===== src/rtl/rbp_pkg.sv =====
// ----------------------------------------------------------------------------
// rbp_pkg
// shared widths, latencies, cordic constants and register codes of the
// radar blip projector
// ----------------------------------------------------------------------------
package rbp_pkg;

   localparam int DEF_TRIG_FRAC_BITS = 15;
   localparam int DEF_ANGLE_BITS     = 16;

   localparam int COORD_W = 16;
   localparam int DIFF_W  = COORD_W + 1;
   localparam int LEN2_W  = 34;
   localparam int WIDTH_W = 10;
   localparam int HALF_W  = WIDTH_W - 1;
   localparam int RANGE_W = 16;
   localparam int BLIP_W  = 11;
   localparam int LQ_W    = 25;
   localparam int DQ_W    = 17;

   localparam int CORDIC_STEPS = 30;
   localparam int VEC_W        = 40;
   localparam int ROT_W        = 34;
   localparam logic signed [ROT_W-1:0] CORDIC_GAIN = 34'sd652032874;

   localparam logic [31:0] ATAN_TAB [CORDIC_STEPS] = '{
      32'h20000000, 32'h12E4051E, 32'h09FB385B, 32'h051111D4, 32'h028B0D43,
      32'h0145D7E1, 32'h00A2F61E, 32'h00517C55, 32'h0028BE53, 32'h00145F2F,
      32'h000A2F98, 32'h000517CC, 32'h00028BE6, 32'h000145F3, 32'h0000A2FA,
      32'h0000517D, 32'h000028BE, 32'h0000145F, 32'h00000A30, 32'h00000518,
      32'h0000028C, 32'h00000146, 32'h000000A3, 32'h00000051, 32'h00000029,
      32'h00000014, 32'h0000000A, 32'h00000005, 32'h00000003, 32'h00000001
   };

   // stage counts of each unit
   localparam int VEC_LAT  = CORDIC_STEPS + 1;
   localparam int ROT_LAT  = CORDIC_STEPS + 2;
   localparam int SQRT_LAT = LQ_W;
   localparam int DIV_LAT  = DQ_W + 1;

   // stage index at which each value is held
   localparam int LEN_AT  = 2;
   localparam int TRIG_AT = VEC_LAT + ROT_LAT;
   localparam int DQ_AT   = LEN_AT + SQRT_LAT + DIV_LAT;
   localparam int PROD_AT = TRIG_AT + 1;

   typedef enum logic {
      CSR_SPRITE_WIDTH = 1'b0,
      CSR_RANGE_LIMIT  = 1'b1
   } csr_index_type;

endpackage


===== src/rtl/rbp_sqrt.sv =====
// ----------------------------------------------------------------------------
// rbp_sqrt
// pipelined integer square root of len2 * 2^16, one root bit per stage
// ----------------------------------------------------------------------------
module rbp_sqrt (
   input  logic                       clock,
   input  logic                       en,
   input  logic [rbp_pkg::LEN2_W-1:0] len2,
   output logic [rbp_pkg::LQ_W-1:0]   root
);
   import rbp_pkg::*;

   localparam int SQ_IN_W  = LEN2_W + 16;
   localparam int SQ_REM_W = LQ_W + 3;

   logic [SQ_IN_W-1:0]  v_ff    [SQRT_LAT];
   logic [SQ_REM_W-1:0] rem_ff  [SQRT_LAT];
   logic [LQ_W-1:0]     root_ff [SQRT_LAT];

   for (genvar k = 0; k < SQRT_LAT; k++) begin : g_step
      logic [SQ_IN_W-1:0]  v_p;
      logic [SQ_REM_W-1:0] rem_p;
      logic [LQ_W-1:0]     root_p;
      logic [SQ_REM_W-1:0] rem_sh;
      logic [SQ_REM_W-1:0] trial;

      if (k == 0) begin : g_first
         assign v_p    = {len2, 16'h0000};
         assign rem_p  = '0;
         assign root_p = '0;
      end else begin : g_next
         assign v_p    = v_ff[k-1];
         assign rem_p  = rem_ff[k-1];
         assign root_p = root_ff[k-1];
      end

      always_comb begin
         rem_sh = {rem_p[SQ_REM_W-3:0], v_p[SQ_IN_W-1 -: 2]};
         trial  = SQ_REM_W'({root_p, 2'b01});
      end

      always_ff @(posedge clock) begin
         if (en) begin
            v_ff[k] <= v_p << 2;
            if (rem_sh >= trial) begin
               rem_ff[k]  <= rem_sh - trial;
               root_ff[k] <= {root_p[LQ_W-2:0], 1'b1};
            end else begin
               rem_ff[k]  <= rem_sh;
               root_ff[k] <= {root_p[LQ_W-2:0], 1'b0};
            end
         end
      end
   end

   assign root = root_ff[SQRT_LAT-1];
endmodule


===== config.mk =====
export PLATFORM = sky130hd
export DESIGN_NAME = rbp_sqrt
export DESIGN_NICKNAME = d
export VERILOG_FILES = /design/src/rtl/rbp_pkg.sv /design/src/rtl/rbp_sqrt.sv
export SDC_FILE = /design/constraint.sdc
export NUM_CORES = 2
export LEC_CHECK = 0
export BUFFER_PORTS_ARGS = -buffer_cell sky130_fd_sc_hd__buf_2
export CORE_UTILIZATION = 66
export CTS_BUF_LIST = sky130_fd_sc_hd__clkbuf_4
export DETAILED_ROUTE_END_ITERATION = 12
export PLACE_DENSITY_LB_ADDON = 0.1
export REMOVE_ABC_BUFFERS = 1
export SYNTH_ARGS = -nofsm -noshare
export SYNTH_HDL_FRONTEND = slang
export SYNTH_SLANG_ARGS = --single-unit

===== constraint.sdc =====
create_clock -name clock -period 5.05 [get_ports clock]
set_input_delay 0.2525 -clock clock [delete_from_list [all_inputs] [get_ports clock]]
set_output_delay 0.2525 -clock clock [all_outputs]
set_load 0.01 [all_outputs]

==> impl_metrics.yaml <==
timing:
  setup_viol: 0
  finalWorstPathRequiredPeriod_ps: 4460
  slew_viol_final: 0
  slew-limit-headroom_pct: 18.5
  worst_case_clock_skew_ps: 85.5
  final_count_of_hold_timing_violations: 0
  fmaxAchievable_mhz: 224
  worst-slew-pin-transition_ps: 1220
  layout_worst_path_cycle_share_pct: 88.3
  finalHoldWorstSlack_ps: 253
  rsz0062_at_grt: "false"
  tns_ps: 0
synthesis:
  ys_warn_count: 0
  parity_gate_share_of_the_synthesized_area_counting_xor_and_xnor_cells_pct: 6.75
  synth-simple-area-share_pct: 10.8
  adder_and_majority_gate_portion_of_the_synthesized_area_pct: 7.38
  postSynthRegisterBits: 1179
  synthesis.area_per_instance_sq_um: 12.2
  synth-edff-count: 1178
  synth_compound_area_share_pct: 10.2
  post_synth_mux_area_share_pct: 1.63
  seq_area_frac_synth_pct: 59.8
  synth_top_flop_cell: "sky130_fd_sc_hd__edfxtp_1"
  dominant_combinational_cell_family_by_area_after_synthesis: "simple AND/OR/NAND/NOR gates"
  synthesis.instances: 4866
  ys_async_sr_fraction_pct: 0
  synth_cell_area_sq_mm: 0.0592
  synth.distinct_cells: 83
routing:
  overall_via_count_from_detail_route: 37692
  antenna_violating_nets_post_route: 0
  avgRoutedWirePerCell_um: 16.8
  route.detailed.drc: 0
  wirelength_mm: 111
  drt_first_pass_iters: 5
  via_per_inst: 5.70
  drt-initial-drc-count: 2375
placement:
  placed_area_sq_mm: 0.0609
  detailed_place_hpwl_mm: 76.8
  port_buffers: 60
  place_congestion: 0.885
  dp_cells: 6021
power_and_ir_drop:
  power.ir.vdd_worst_mv: 0.315
  p_leak_uw: 0.0259
  pwr_density_cell_mw_per_mm2: 420
  power.total_uw: 27500
floorplan:
  floorplan.die.width_um: 301
  ioPinCount: 61
  rows: 109
  fp.dieArea_sq_mm: 0.0909
  core-area_sq_mm: 0.0886
  fp.dieH_um: 301
  initial_utilization_pct: 66.8
cts:
  cts-root-buf: "sky130_fd_sc_hd__clkbuf_4"
  cts_tree: "built"
  clock_path_buffers: 4
  clk_transition_reported_paths_ps: 70
  cts_max_level: 5
  latest_clock_arrival_within_the_worst_skew_pair_ps: 1190
  cts_made_buffers: 313
  post-cts-setup-buffer-count: 0
  tritoncts_num_sinks: 1179
setup_path:
  critPathMostFrequentCell: "sky130_fd_sc_hd__o21ai_0"
  criticalPathCategory: "flop to flop"
  path_max_fanout: 34
  critical_path.reg2reg.startpoint: "rem_ff[2][56]$_SDFFCE_PP0P_"
  critical_path_buf_inv_count: 0
  arrival_ps: 5310
  critPathTopFamily: "compound AO/OA/AOI/OAI gates"
  crit_path_end_kind: "flop"
  path_cells: "ha_1 -> fa_1 -> a211oi_1 -> o21ai_0 -> a311oi_1 -> o31ai_1 -> a22oi_1 -> o21ai_0 -> a211o_1 -> mux2_2"
  critPathSlowestCell: "sky130_fd_sc_hd__a211o_1"
  cp-start-kind: "flop"
  crit_path_start: "rem_ff[2][56]$_SDFFCE_PP0P_"
  worst_path_largest_cell_delay_ps: 790
  cp.required_ps: 5910
global_routing:
  grt_pass1_wl_mm: 182
  grt_max_degree: 145
  grt_pass1_vias: 37313
  grt_use_total_pct: 24.8
  antenna_violations_before_repair: 3
  overall_overflow_remaining_after_global_route: 0
job:
  maxCapViolCount: 0
layout:
  fillerInstances: 6067
  fin_nets: 5623
  fin_area_sq_mm: 0.0654
  layout-area-overhead-vs-synth_pct: 10.5
  post_route_cells_drive_above_1_share_pct: 12.7
  stdcell_count: 6611
min_path:
  worstHoldStart: "en"
  hp-class: "input port to flop"
outcome:
  status: "completed"
-- area by class of cell --
cell class,count,area [sq um],share of cell area [%]
multi-input cells,3156,21800,33.4
well taps,1165,1460,2.23
clock buffers,429,3220,4.92
clock inverters,80,568,0.868
flip-flops and latches,1179,35400,54.1
inverters,421,1580,2.42
repair buffers,171,1360,2.08
diodes,10,25.0,0.0382
-- power by group --
group	total [uW]	internal, uW	switching, uW
Clock	8100	4370	3730
Sequential	13400	12500	855
Combinational	6010	2710	3300
-- what timing repair did --
action                    CTS  global route
resized for setup           0             0
hold endpoints to repair  350             0
hold buffers               71             0
-- flip-flops by register name, summed over array words and instances (netlist names) --
name and count:
rem_ff 582, root_ff 325, v_ff 272
-- synth_stat cells (56+ instances only) --
cell type / n / area (sq um)
sky130_fd_sc_hd__a21o_1: 120 / 901
sky130_fd_sc_hd__a21oi_1: 289 / 1450
sky130_fd_sc_hd__clkbuf_1: 102 / 383
sky130_fd_sc_hd__edfxtp_1: 1178 / 35400
sky130_fd_sc_hd__ha_1: 338 / 4230
sky130_fd_sc_hd__inv_1: 421 / 1580
sky130_fd_sc_hd__mux2_2: 81 / 912
sky130_fd_sc_hd__nand2_1: 343 / 1290
sky130_fd_sc_hd__nand2b_1: 63 / 394
sky130_fd_sc_hd__nand3_1: 74 / 370
sky130_fd_sc_hd__nor2_1: 316 / 1190
sky130_fd_sc_hd__nor3_1: 126 / 631
sky130_fd_sc_hd__nor4_1: 56 / 350
sky130_fd_sc_hd__o21a_1: 59 / 443
sky130_fd_sc_hd__o21ai_0: 271 / 1360
sky130_fd_sc_hd__xnor2_1: 234 / 2050
sky130_fd_sc_hd__xor2_1: 222 / 1940
-- layer usage --
metal	global-route usage, %	share of wire (%)	up-vias
met1	33.2	45	17829
met4	10.2	2.7	2
li1	-	-	18765
met3	4.48	4.2	226
met5	0	0.012	-
met2	40.4	48	870
-- kinds of logic after synthesis --
group / Yosys count
compound gates: 979
xor+xnor: 456
fa+ha+maj: 345
buf+inv: 531
flops: 1179
mux: 86
simple gates: 1290
-- final timing paths --
kind / to / slack [ps] / depth (start not counted)
max: rem_ff[2][92]$_DFFE_PP_ / 590 / 10
min: rem_ff[1][81]$_DFFE_PP_ / 250 / 2
max reg2reg: rem_ff[2][92]$_DFFE_PP_ / 590 / 10
min reg2reg: v_ff[0][227]$_DFFE_PP_ / 390 / 0
-- through the flow --
| step | setup slack, ps | util (%) |
|---|---|---|
| 2_1_floorplan | -101 | - |
| 3_3_place_gp | 838 | 68.7 |
| 3_5_place_dp | 727 | 68.7 |
| 4_1_cts | 683 | 73.8 |
| 5_1_grt | 398 | 73.8 |
| 6_report | 593 | 73.8 |
-- cells in the final DEF (no fill, tap or decap), drive strengths merged, types with 71 or more instances in the layout --
master	instances
nor2	316
nand3	74
ha	338
inv	423
a21o	120
mux2	81
dlygate4sd3	71
nand2	344
clkbuf	429
edfxtp	1178
o21ai	273
xor2	222
a21oi	289
nor3	126
xnor2	234
buf	100
(Power assumes the default switching activity.)
