--- config.mk ---
export PLATFORM = sky130hd
export DESIGN_NAME = rbp_div
export DESIGN_NICKNAME = d
export VERILOG_FILES = /design/src/rtl/rbp_pkg.sv /design/src/rtl/rbp_div.sv
export SDC_FILE = /design/constraint.sdc
export NUM_CORES = 2
export LEC_CHECK = 0
export BUFFER_PORTS_ARGS = -buffer_cell sky130_fd_sc_hd__buf_2
export CORE_AREA = 8 8 414 335
export DETAILED_ROUTE_END_ITERATION = 16
export DIE_AREA = 0 0 422 343
export SKIP_CTS_REPAIR_TIMING = 1
export SLEW_MARGIN = 30
export SYNTH_ARGS = -nofsm -noshare
export SYNTH_HDL_FRONTEND = slang
export SYNTH_SLANG_ARGS = --single-unit
--- constraint.sdc ---
create_clock -name clock -period 10.8 [get_ports clock]
set_clock_uncertainty 0.2 [all_clocks]
set_input_delay 1.62 -clock clock [delete_from_list [all_inputs] [get_ports clock]]
set_output_delay 1.62 -clock clock [all_outputs]
set_load 0.1 [all_outputs]
--- src/rtl/rbp_pkg.sv ---
// ----------------------------------------------------------------------------
// rbp_pkg
// shared widths, latencies, cordic constants and register codes of the
// radar blip projector
// ----------------------------------------------------------------------------
package rbp_pkg;

   localparam int DEF_TRIG_FRAC_BITS = 15;
   localparam int DEF_ANGLE_BITS     = 16;

   localparam int COORD_W = 16;
   localparam int DIFF_W  = COORD_W + 1;
   localparam int LEN2_W  = 34;
   localparam int WIDTH_W = 10;
   localparam int HALF_W  = WIDTH_W - 1;
   localparam int RANGE_W = 16;
   localparam int BLIP_W  = 11;
   localparam int LQ_W    = 25;
   localparam int DQ_W    = 17;

   localparam int CORDIC_STEPS = 30;
   localparam int VEC_W        = 40;
   localparam int ROT_W        = 34;
   localparam logic signed [ROT_W-1:0] CORDIC_GAIN = 34'sd652032874;

   localparam logic [31:0] ATAN_TAB [CORDIC_STEPS] = '{
      32'h20000000, 32'h12E4051E, 32'h09FB385B, 32'h051111D4, 32'h028B0D43,
      32'h0145D7E1, 32'h00A2F61E, 32'h00517C55, 32'h0028BE53, 32'h00145F2F,
      32'h000A2F98, 32'h000517CC, 32'h00028BE6, 32'h000145F3, 32'h0000A2FA,
      32'h0000517D, 32'h000028BE, 32'h0000145F, 32'h00000A30, 32'h00000518,
      32'h0000028C, 32'h00000146, 32'h000000A3, 32'h00000051, 32'h00000029,
      32'h00000014, 32'h0000000A, 32'h00000005, 32'h00000003, 32'h00000001
   };

   // stage counts of each unit
   localparam int VEC_LAT  = CORDIC_STEPS + 1;
   localparam int ROT_LAT  = CORDIC_STEPS + 2;
   localparam int SQRT_LAT = LQ_W;
   localparam int DIV_LAT  = DQ_W + 1;

   // stage index at which each value is held
   localparam int LEN_AT  = 2;
   localparam int TRIG_AT = VEC_LAT + ROT_LAT;
   localparam int DQ_AT   = LEN_AT + SQRT_LAT + DIV_LAT;
   localparam int PROD_AT = TRIG_AT + 1;

   typedef enum logic {
      CSR_SPRITE_WIDTH = 1'b0,
      CSR_RANGE_LIMIT  = 1'b1
   } csr_index_type;

endpackage

--- src/rtl/rbp_div.sv ---
// ----------------------------------------------------------------------------
// rbp_div
// pixel distance: length times half width over range limit,
// one multiply stage then one quotient bit per stage
// ----------------------------------------------------------------------------
module rbp_div (
   input  logic                        clock,
   input  logic                        en,
   input  logic [rbp_pkg::LQ_W-1:0]    lq,
   input  logic [rbp_pkg::HALF_W-1:0]  half,
   input  logic [rbp_pkg::RANGE_W-1:0] range_limit,
   output logic [rbp_pkg::DQ_W-1:0]    dq
);
   import rbp_pkg::*;

   localparam int NUM_W = LQ_W - 1 + HALF_W;

   logic [NUM_W-1:0]   num_ff;
   logic [RANGE_W-1:0] rem_ff [DQ_W];
   logic [DQ_W-1:0]    low_ff [DQ_W];
   logic [DQ_W-1:0]    q_ff   [DQ_W];

   always_ff @(posedge clock) begin
      if (en) num_ff <= NUM_W'(lq[LQ_W-2:0]) * NUM_W'(half);
   end

   for (genvar j = 0; j < DQ_W; j++) begin : g_step
      logic [RANGE_W-1:0] rem_p;
      logic [DQ_W-1:0]    low_p;
      logic [DQ_W-1:0]    q_p;
      logic [RANGE_W:0]   r2;
      logic               ge;

      if (j == 0) begin : g_first
         assign rem_p = num_ff[NUM_W-1 -: RANGE_W];
         assign low_p = num_ff[DQ_W-1:0];
         assign q_p   = '0;
      end else begin : g_next
         assign rem_p = rem_ff[j-1];
         assign low_p = low_ff[j-1];
         assign q_p   = q_ff[j-1];
      end

      always_comb begin
         r2 = {rem_p, low_p[DQ_W-1]};
         ge = r2 >= {1'b0, range_limit};
      end

      always_ff @(posedge clock) begin
         if (en) begin
            rem_ff[j] <= ge ? RANGE_W'(r2 - {1'b0, range_limit}) : r2[RANGE_W-1:0];
            low_ff[j] <= low_p << 1;
            q_ff[j]   <= {q_p[DQ_W-2:0], ge};
         end
      end
   end

   assign dq = q_ff[DQ_W-1];
endmodule

==> flow_summary_export.csv <==
group,metric,value,unit
critical_path,r2r_slack,6.76,ns
clock_network,clockRootBuffer,"clkbuf_16",
floorplanning,dieArea,145000,um2
timing,setup_viol,0,
synth,synth_top_area_share,44.3,%
critical_path,reg2reg_from,"num_ff[17]",
drt,via_per_inst,4.82,
place,io_buffers,67,
clock_network,numClockSinks,578,
timing,rsz0062_at_grt,"false",
status,run_status,"finished clean",
run,cap_violations,0,
clock_network,cts_buffers,61,
floorplanning,rows,120,
critical_path,cp_cell_sequence,"buf_2 -> nand2_1 -> fa_1 -> inv_1 -> fa_1 -> inv_1 -> fa_1 -> fa_1 -> inv_1 -> ha_1 -> o21ai_0 -> o21a_1 -> nor4_1 -> o311ai_0 -> a21oi_1 -> a31oi_1 -> o31ai_1 -> xnor2_1",
critical_path,critPathLaunch,"half[2]",
finish,final_util,33.2,%
critical_path,slowest_stage,"fa_1",
timing,hold_slack,0.206,ns
global_route,antenna_found_initial,5,
critical_path,crit_required,11.00,ns
critical_path,path_delay_family,"adder cells",
clock_network,tritoncts,"yes",
floorplanning,core-area,132000,um2
clock_network,clockBufferDepth,3,
timing,fmax,155,MHz
critical_path,crit_path_max_fanout,24,
clock_network,h-tree-depth,2,
timing,finalCritPeriodShare,59.9,%
floorplanning,chipWidth,422,um
finish,syn2layout_area_growth,12.1,%
synth,syn_area_per_cell,11.6,um2
drt,dr.pass1.iters,6,
place,place_congestion,0.843,
synth,yosys.area.top_type,"edfxtp_1",
global_route,grtUsageTotal,11.1,%
drt,wirelength,82.4,mm
synth,netlist_area,39200,um2
drt,ant_nets,0,
drt,drtIter0Drc,1599,
drt,post_drt_wl_per_cell,15.5,um
synth,ys_ff_latch,578,
synth,synth_area_leaders,"edfxtp_1, ha_1, fa_1",
critical_path,critPathCaptureType,"flip-flop",
clock_network,clkTransAtPathRegs,0.06,ns
synth,yosysWarningCount,0,
global_route,grt_first_pass_wirelength,134,mm
power,p_leak,17.7,nW
floorplanning,io_pins,69,
worst_hold_path,min_path_type,"flip-flop to flip-flop",
timing,hold_viol_final,0,
finish,layout.nets,4033,
place,hpwl,58.6,mm
synth,synth_ff_type,"edfxtp_1",
floorplanning,start_util,29.6,%
drt,drc_errors,0,
critical_path,path_class,"primary input to flip-flop",
critical_path,reg2regPathDepth,10,
critical_path,r2r-end,"rem_ff[0][2]",
critical_path,crit_top_cell,"fa_1",
timing,tightest_slew,1.18,ns
timing,fin_setup_tns,0,ns
critical_path,crit_cells,18,
synth,syn_inst,3388,
finish,drive_gt1_share,11.4,%
synth,seq_area_frac_synth,44.3,%
power,peakVddDrop,0.148,mV
synth,synth_edf_count,578,
synth,ys_types,84,
critical_path,slowest_delay,0.56,ns
power,p_per_area,306,nW/um2
critical_path,arrival,6.67,ns
clock_network,clock_latency,0.65,ns
global_route,grt_max_degree,182,
synth,syn-num-nets,3936,
global_route,gr-total-overflow,0,
critical_path,path_buf_inv,4,
timing,slew_headroom,21.5,%
critical_path,critPathCapture,"num_ff[27]",
floorplanning,chipHeight,343,um
timing,slew_violations,0,
synth,async_flop_share,0,%
timing,period_needed,6.47,ns
global_route,grt_pass1_vias,25100,
drt,via_count,25600,
critical_path,cp-start-kind,"primary input",
-- cells by family (layout without fill, tap and decap cells) --
logic type                 count (synthesis)  count (layout)  synth area share (%)
other                                      0               1                     0
buffers and inverters                    362             512                  3.59
xor gates and xnor gates                 188             188                  4.20
and+or+nand+nor                          862             862                  11.1
adders and majority gates                496             496                  19.1
AOI/OAI and AO/OA                        681             681                  11.5
DFF                                      578             578                  44.3
muxes                                    221             221                  6.30
-- report_power, final --
part | switching (mW) | total (mW) | internal [mW]
combinational | 3.83 | 7.17 | 3.34
clock | 0.908 | 2.23 | 1.32
sequential | 0.374 | 4.04 | 3.66
-- per-layer routing --
metal	share of wire (%)	global-route usage (%)	routed length [um]	up-vias
met5	0	0	0	-
met4	2.1	2.72	1760	0
met3	4.8	1.53	3990	124
met2	43	17.3	35600	559
met1	50	16.1	41000	12300
li1	-	-	-	12600
-- worst min-delay path by stage --
stage	from	to	slack, ns	cells after the start
after floorplan	num_ff[0]	low_ff[0][0]	0.20	0
after global placement	low_ff[0][205]	low_ff[0][222]	0.20	0
after detailed placement	low_ff[0][4]	low_ff[0][21]	0.20	0
after CTS	q_ff[1][88]	q_ff[1][106]	0.21	0
after global routing	low_ff[0][154]	low_ff[0][171]	0.22	0
final	q_ff[1][52]	q_ff[1][70]	0.21	0
-- cell usage in the layout (no fill, tap or decap), types with 42 or more instances in the layout --
cell type / synthesis / final
edfxtp_1: 578 / 578
ha_1: 325 / 325
inv_1: 303 / 303
nand2_1: 233 / 233
mux2_2: 179 / 179
fa_1: 171 / 171
nor2_1: 162 / 162
a21oi_1: 153 / 152
o21ai_0: 142 / 142
and2_1: 135 / 135
xnor2_1: 120 / 120
a21o_1: 94 / 94
nor3_1: 74 / 74
xor2_1: 68 / 68
buf_2: 11 / 66
clkbuf_16: 0 / 62
o21a_1: 50 / 50
nor2b_1: 45 / 45
a31oi_1: 44 / 42
-- area by class of cell --
| type | instances | area [um2] |
|---|---|---|
| Inverter | 303 | 1140 |
| Antenna cell | 1 | 2.50 |
| Clock buffer | 73 | 1590 |
| Fill cell | 13200 | 88500 |
| Tap cell | 1769 | 2210 |
| Timing Repair Buffer | 93 | 597 |
| Sequential cell | 578 | 17400 |
| Multi-Input combinational cell | 2448 | 20500 |
| Clock inverter | 43 | 543 |
-- synth_stat cells (6+ instances only) --
cell / number
a21oi_1: 153
o31ai_1: 18
xor2_1: 68
nor3_1: 74
inv_1: 303
o211ai_1: 19
nor4_1: 19
clkbuf_1: 41
nand4_1: 35
nor2_1: 162
a21boi_0: 19
xnor2_1: 120
nand2b_1: 33
a211o_1: 6
or2_2: 9
nand2_1: 233
o311ai_0: 7
and2_1: 135
or4_1: 10
nor2b_1: 45
a211oi_1: 20
mux2_2: 179
a31o_2: 6
o21bai_1: 14
o31a_1: 16
and3_1: 14
mux2i_1: 35
a21o_1: 94
fa_1: 171
ha_1: 325
or3_1: 25
nand3_1: 40
buf_2: 11
a31oi_1: 44
o21ai_0: 142
edfxtp_1: 578
mux2_4: 7
o21a_1: 50
o2111ai_1: 7
a2111oi_0: 11
-- state kept, by name, indices dropped and copies added (netlist names) --
name	count
rem_ff	256
q_ff	153
low_ff	136
num_ff	33
-- stage by stage --
| stage | total power [mW] | cell area (um2) | instances | worst slack, ns |
|---|---|---|---|---|
| finish | 13.4 | 44000 | 5308 | 4.33 |
| global route | 14.6 | 44000 | 5307 | 4.08 |
| CTS | 13.5 | 43900 | 5306 | 4.37 |
| detailed placement | 11.2 | 41800 | 5190 | 3.65 |
| global placement | 11.1 | 41700 | 5188 | 3.67 |
| floorplan | 9.67 | 39200 | 3388 | 4.42 |
-- worst register-to-register path, stage by stage, from the launching register on --
cell and delay (ns):
edfxtp_1 0.49, ha_1 0.33, nor2b_1 0.14, o21ai_1 0.15, a21boi_0 0.17, o31ai_1 0.38
a22oi_1 0.23, or4_4 0.47, a311oi_4 0.62, buf_6 0.26, mux2_2 0.35
Power figures use the tool's default switching activity.
